### src/hdl/sphere_frustum_classifier_macros.svh
// Assertion macros used by the sphere classifier top level.
`ifndef SPHERE_FRUSTUM_CLASSIFIER_MACROS_SVH
`define SPHERE_FRUSTUM_CLASSIFIER_MACROS_SVH
`ifndef SYNTH
// Same-cycle implication, checked on every rising edge outside reset.
`define SFC_ASSERT_NOW(label, ante, cons) \
    label: assert property (@(posedge clk) disable iff (!rst_n) (ante) |-> (cons)) \
        else $error("sphere classifier check failed");
// Next-cycle implication, checked on every rising edge outside reset.
`define SFC_ASSERT_NEXT(label, ante, cons) \
    label: assert property (@(posedge clk) disable iff (!rst_n) (ante) |=> (cons)) \
        else $error("sphere classifier check failed");
`else
`define SFC_ASSERT_NOW(label, ante, cons)
`define SFC_ASSERT_NEXT(label, ante, cons)
`endif
`endif

### src/hdl/sfc_pkg.sv
// Shared types and constants of the sphere classifier.
`default_nettype none
package sfc_pkg;

    localparam int FIELD_BITS = 32;
    localparam int KIND_BITS  = 2;
    localparam int ENTRY_BITS = 3;
    localparam int CLASS_BITS = 3;
    localparam int CULL_BITS  = 2;
    localparam int FRAC_BITS  = 16;
    localparam int LANES      = 3;

    // Request kinds.
    localparam logic [KIND_BITS-1:0] KIND_PLANE    = 2'd0;
    localparam logic [KIND_BITS-1:0] KIND_CORNER   = 2'd1;
    localparam logic [KIND_BITS-1:0] KIND_CLASSIFY = 2'd2;

    localparam logic [ENTRY_BITS-1:0] NUM_PLANES  = 3'd6;
    localparam logic [ENTRY_BITS-1:0] PLANE_NEAR  = 3'd0;
    localparam logic [ENTRY_BITS-1:0] PLANE_FAR   = 3'd1;
    localparam logic [ENTRY_BITS-1:0] PLANE_LAST  = 3'd5;
    localparam logic [ENTRY_BITS-1:0] CORNER_LAST = 3'd7;

    // Position classes.
    localparam logic [CLASS_BITS-1:0] CLS_OUTSIDE = 3'd0;
    localparam logic [CLASS_BITS-1:0] CLS_FILL    = 3'd1;
    localparam logic [CLASS_BITS-1:0] CLS_INSIDE  = 3'd2;
    localparam logic [CLASS_BITS-1:0] CLS_FAR     = 3'd3;
    localparam logic [CLASS_BITS-1:0] CLS_BEHIND  = 3'd4;

    // Cull modes.
    localparam logic [CULL_BITS-1:0] CULL_NONE  = 2'd0;
    localparam logic [CULL_BITS-1:0] CULL_FRONT = 2'd1;
    localparam logic [CULL_BITS-1:0] CULL_BACK  = 2'd2;

    typedef enum logic [1:0] {
        STEP_RADIUS = 2'd0,
        STEP_CORNER = 2'd1,
        STEP_PLANE  = 2'd2
    } step_kind_t;

    typedef struct packed {
        logic                  valid;
        step_kind_t            kind;
        logic [ENTRY_BITS-1:0] idx;
        logic                  last;
    } step_tag_t;

    typedef struct packed {
        logic                  valid;
        logic                  last;
        step_kind_t            kind;
        logic [ENTRY_BITS-1:0] idx;
        logic                  out_range;
        logic                  outside;
        logic                  below;
        logic                  in_band;
    } step_flags_t;

endpackage
`default_nettype wire

### src/hdl/sfc_store.sv
// Plane and corner memories with registered read data.
`default_nettype none
module sfc_store
    import sfc_pkg::*;
#(
    parameter int COORD_BITS = 32
)
(
    input  logic                          clk,
    input  logic                          rst_n,
    input  logic                          wr_plane_en,
    input  logic                          wr_corner_en,
    input  logic [ENTRY_BITS-1:0]         wr_idx,
    input  logic signed [COORD_BITS-1:0]  wr_x,
    input  logic signed [COORD_BITS-1:0]  wr_y,
    input  logic signed [COORD_BITS-1:0]  wr_z,
    input  logic signed [COORD_BITS-1:0]  wr_w,
    input  step_tag_t                     rd_tag,
    output step_tag_t                     rd_tag_out,
    output logic [4*COORD_BITS-1:0]       plane_row,
    output logic [3*COORD_BITS-1:0]       corner_row
);

    localparam int PLANE_DEPTH  = 6;
    localparam int CORNER_DEPTH = 8;

    logic [4*COORD_BITS-1:0] plane_mem [PLANE_DEPTH];
    logic [3*COORD_BITS-1:0] corner_mem [CORNER_DEPTH];
    logic [4*COORD_BITS-1:0] plane_rd_reg;
    logic [3*COORD_BITS-1:0] corner_rd_reg;
    step_tag_t               tag_reg;

    always_ff @(posedge clk)
    begin
        if (wr_plane_en)
        begin
            plane_mem[wr_idx] <= {wr_w, wr_z, wr_y, wr_x};
        end
        if (wr_corner_en)
        begin
            corner_mem[wr_idx] <= {wr_z, wr_y, wr_x};
        end
    end

    always_ff @(posedge clk)
    begin
        if (rd_tag.valid && (rd_tag.kind == STEP_PLANE))
        begin
            plane_rd_reg <= plane_mem[rd_tag.idx];
        end
        if (rd_tag.valid && (rd_tag.kind == STEP_CORNER))
        begin
            corner_rd_reg <= corner_mem[rd_tag.idx];
        end
    end

    always_ff @(posedge clk or negedge rst_n)
    begin
        if (!rst_n)
        begin
            tag_reg <= '0;
        end
        else
        begin
            tag_reg <= rd_tag;
        end
    end

    assign rd_tag_out = tag_reg;
    assign plane_row  = plane_rd_reg;
    assign corner_row = corner_rd_reg;

endmodule
`default_nettype wire

### config.mk
export PLATFORM = sky130hd
export DESIGN_NAME = sfc_store
export DESIGN_NICKNAME = d
export VERILOG_FILES = /design/src/hdl/sphere_frustum_classifier_macros.svh /design/src/hdl/sfc_pkg.sv /design/src/hdl/sfc_store.sv
export SDC_FILE = /design/constraint.sdc
export NUM_CORES = 1
export LEC_CHECK = 0
export ABC_AREA = 1
export BUFFER_PORTS_ARGS = -buffer_cell sky130_fd_sc_hd__buf_2
export CORE_UTILIZATION = 35
export DETAILED_ROUTE_END_ITERATION = 10
export PLACE_DENSITY_LB_ADDON = 0.12
export SLEW_MARGIN = 20
export SYNTH_ARGS = -nofsm -noshare
export SYNTH_HDL_FRONTEND = slang
export SYNTH_SLANG_ARGS = --single-unit
export TNS_END_PERCENT = 1
### constraint.sdc
create_clock -name clk -period 0.85 [get_ports clk]
set_clock_uncertainty 0.05 [all_clocks]
set_input_delay 0.17 -clock clk [delete_from_list [all_inputs] [get_ports clk]]
set_output_delay 0.17 -clock clk [all_outputs]
set_load 0.05 [all_outputs]
==> impl_metrics.ini <==
[yosys]
synth.largest_area_cell = edfxtp_1
synth.distinct_cells = 15
syn-num-nets = 6041
netlist_area_um2 = 70300
async_flop_share_pct = 0.396
synth_area_leaders = edfxtp_1 75%, nand2_1 10%, nand3_1 5.5%, inv_1 4.1%, nor2_1 1.5%
ys_ff_latch = 1767
netlist.area_leader.share_pct = 75.2
ys_warn_count = 0
synth_area_per_cell_um2 = 11.9
synth_common_cells = 1,890 x nand2_1, 1,760 x edfxtp_1, 775 x nand3_1, 773 x inv_1, 272 x nor2_1
post-synth-top-count-cell = nand2_1
synth_cells = 5899
ys_seq_area_share_pct = 75.4
synth_edf_count = 1760
ys.flop_type = edfxtp_1

[die]
initial_core_util_pct = 35.2
fp.dieArea_um2 = 203000
rows = 164
io_pins = 373
fp.dieH_um = 450
fp.dieW_um = 450
core_um2 = 200000

[placed_design]
placed_cell_area_um2 = 80500
detailed_place_hpwl_um = 123000
placedCellCount = 9118
numPortBuffers = 372
globalplace.congestion = 0.785

[global_route]
grt_overflow = 0
grt_antenna_before_repair = 13
grt_pass1_vias = 44100
grt_pass1_wl_um = 287000
grt_max_degree = 54
grtUsageTotal_pct = 18.8

[clocking]
clockBufferDepth = 3
clkSlewWorstSetupHoldPaths_ps = 60
h-tree-depth = 4
cts_tree = built
clock_latency_ps = 830
cts_buffers = 193
postCtsSetupRepairBufs = 0
cts_sinks = 1767
cts_root_buf = clkbuf_16

[min_path]
min_path_type = input pin to register

[detailed_routing]
viasPerCell = 4.57
wire_per_inst_um = 19.8
route.detailed.drc = 0
antenna_left = 0
via_count = 44000
first_iter_violations = 2999
dr.pass1.iters = 5
routed_wl_um = 191000

[sta]
slew_violations = 0
layout_min_cycle_time_ps = 1850
grt_setup_unrepaired = yes
tns_ps = -214270
hold_ws_ps = -93.7
slew_headroom_pct = 47.4
worst_slack_ps = -1000
setup_viol = 458
worstMarginPinSlew_ps = 790
fmax_mhz = 540
finalCritPeriodShare_pct = 218
hold_viol = 23

[finish]
fillers = 18200
regArea_um2 = 53000
multi_input_area_um2 = 13800
fin_area_um2 = 90700
fin_cells = 9632
layout.nets = 6961
drive_gt1_share_pct = 20.3
area_growth_pct = 28.9

[worst_setup_path]
crit_type = register to output pin
critPathLaunchType = register
cpPeakStageDelay_ps = 560
path_max_fanout = 1
crit_family = flip-flops
cp_cell_sequence = buf_12
critical_path_buf_inv_count = 1
crit_path_end_kind = output pin
slowest_stage = edfxtp_1
cp.arrival_ps = 1630
required_ps = 630

[status]
outcome = finished, violations left
failed_checks = negative hold slack, negative setup slack

[power_and_ir_drop]
p_leak_uw = 0.0368
power_density_nw_per_um2 = 2170
max-vdd-ir-drop_v = 0.00196

[run]
drv_cap = 0
==> final cells by class <==
type	instances	share of cell area, %
Antenna cell	5	0.0138
Multi-Input combinational cell	3065	15.2
Inverter	776	3.26
Tap cell	2656	3.67
Clock buffer	245	5.64
Clock inverter	102	1.11
Timing Repair Buffer	1016	12.6
Sequential cell	1767	58.5
==> worst paths after layout <==
check | startpoint | to | slack, ps | cells past startpoint
min in group asynchronous | rst_n | rd_tag_out[1] | 370 | 4
worst max register to register | corner_mem[6][7] | corner_row[7] | -240 | 6
worst min register to register | plane_mem[5][70] | plane_row[70] | 450 | 2
worst max-delay path | corner_row[3] | corner_row[3] | -1000 | 1
worst min-delay path | rd_tag[4] | plane_row[22] | -90 | 4
max in group asynchronous | rst_n | rd_tag_out[3] | 90 | 4
==> metrics by stage <==
stage / setup slack (ps) / util, % / hold WS (ps) / total power [µW]
floorplan: -1960 / - / -176 / 109000
global placement: -823 / 40.3 / 51.3 / 116000
detailed placement: -818 / 40.3 / 53.7 / 116000
CTS: -1130 / 45.1 / -118 / 199000
global route: -1070 / 45.4 / -132 / 204000
finish: -1000 / 45.4 / -93.7 / 197000
==> layer usage <==
metal	vias up	global-route usage (%)	wire, µm
met5	-	0	27
met4	4	5.58	5090
met3	275	2.66	6180
met2	732	31.8	94300
met1	21500	25.0	85400
li1	21400	-	-
==> cell usage in the layout (no fill, tap or decap), types with 156 or more instances in the layout <==
cell       count
buf_12       231
buf_4        267
buf_6        216
clkbuf_16    195
edfxtp_1    1760
inv_1        761
nand2_1     1787
nand3_1      619
nand3_2      156
nor2_1       253
==> flip-flops by register name, summed over array words and instances (netlist names) <==
signal	count
corner_mem	768
corner_row	96
plane_mem	768
plane_row	128
rd_tag_out	7
==> repair_timing <==
| action | 4_1_cts | 5_1_grt |
|---|---|---|
| endpoints found under the hold margin | 1878 | 82 |
| resized for setup | 572 | 170 |
| pin swaps | 208 | 175 |
| hold buffers | 160 | 3 |
| setup endpoints to repair | 455 | 726 |
==> report_power, final <==
part / internal [µW] / leakage, µW / switching, µW / total (µW)
logic: 5680 / 0.0177 / 9910 / 15600
registers: 99000 / 0.0161 / 801 / 99800
clock network: 46800 / 0.00298 / 34800 / 81600
==> cells by family after synthesis <==
kind of cell           count (synthesis)  share of synthesized area, %
AOI/OAI and AO/OA                    128                         0.911
buffers and inverters               1067                          6.61
DFF                                 1767                          75.4
and+or+nand+nor                     2937                          17.1
(Power assumes the default switching activity.)
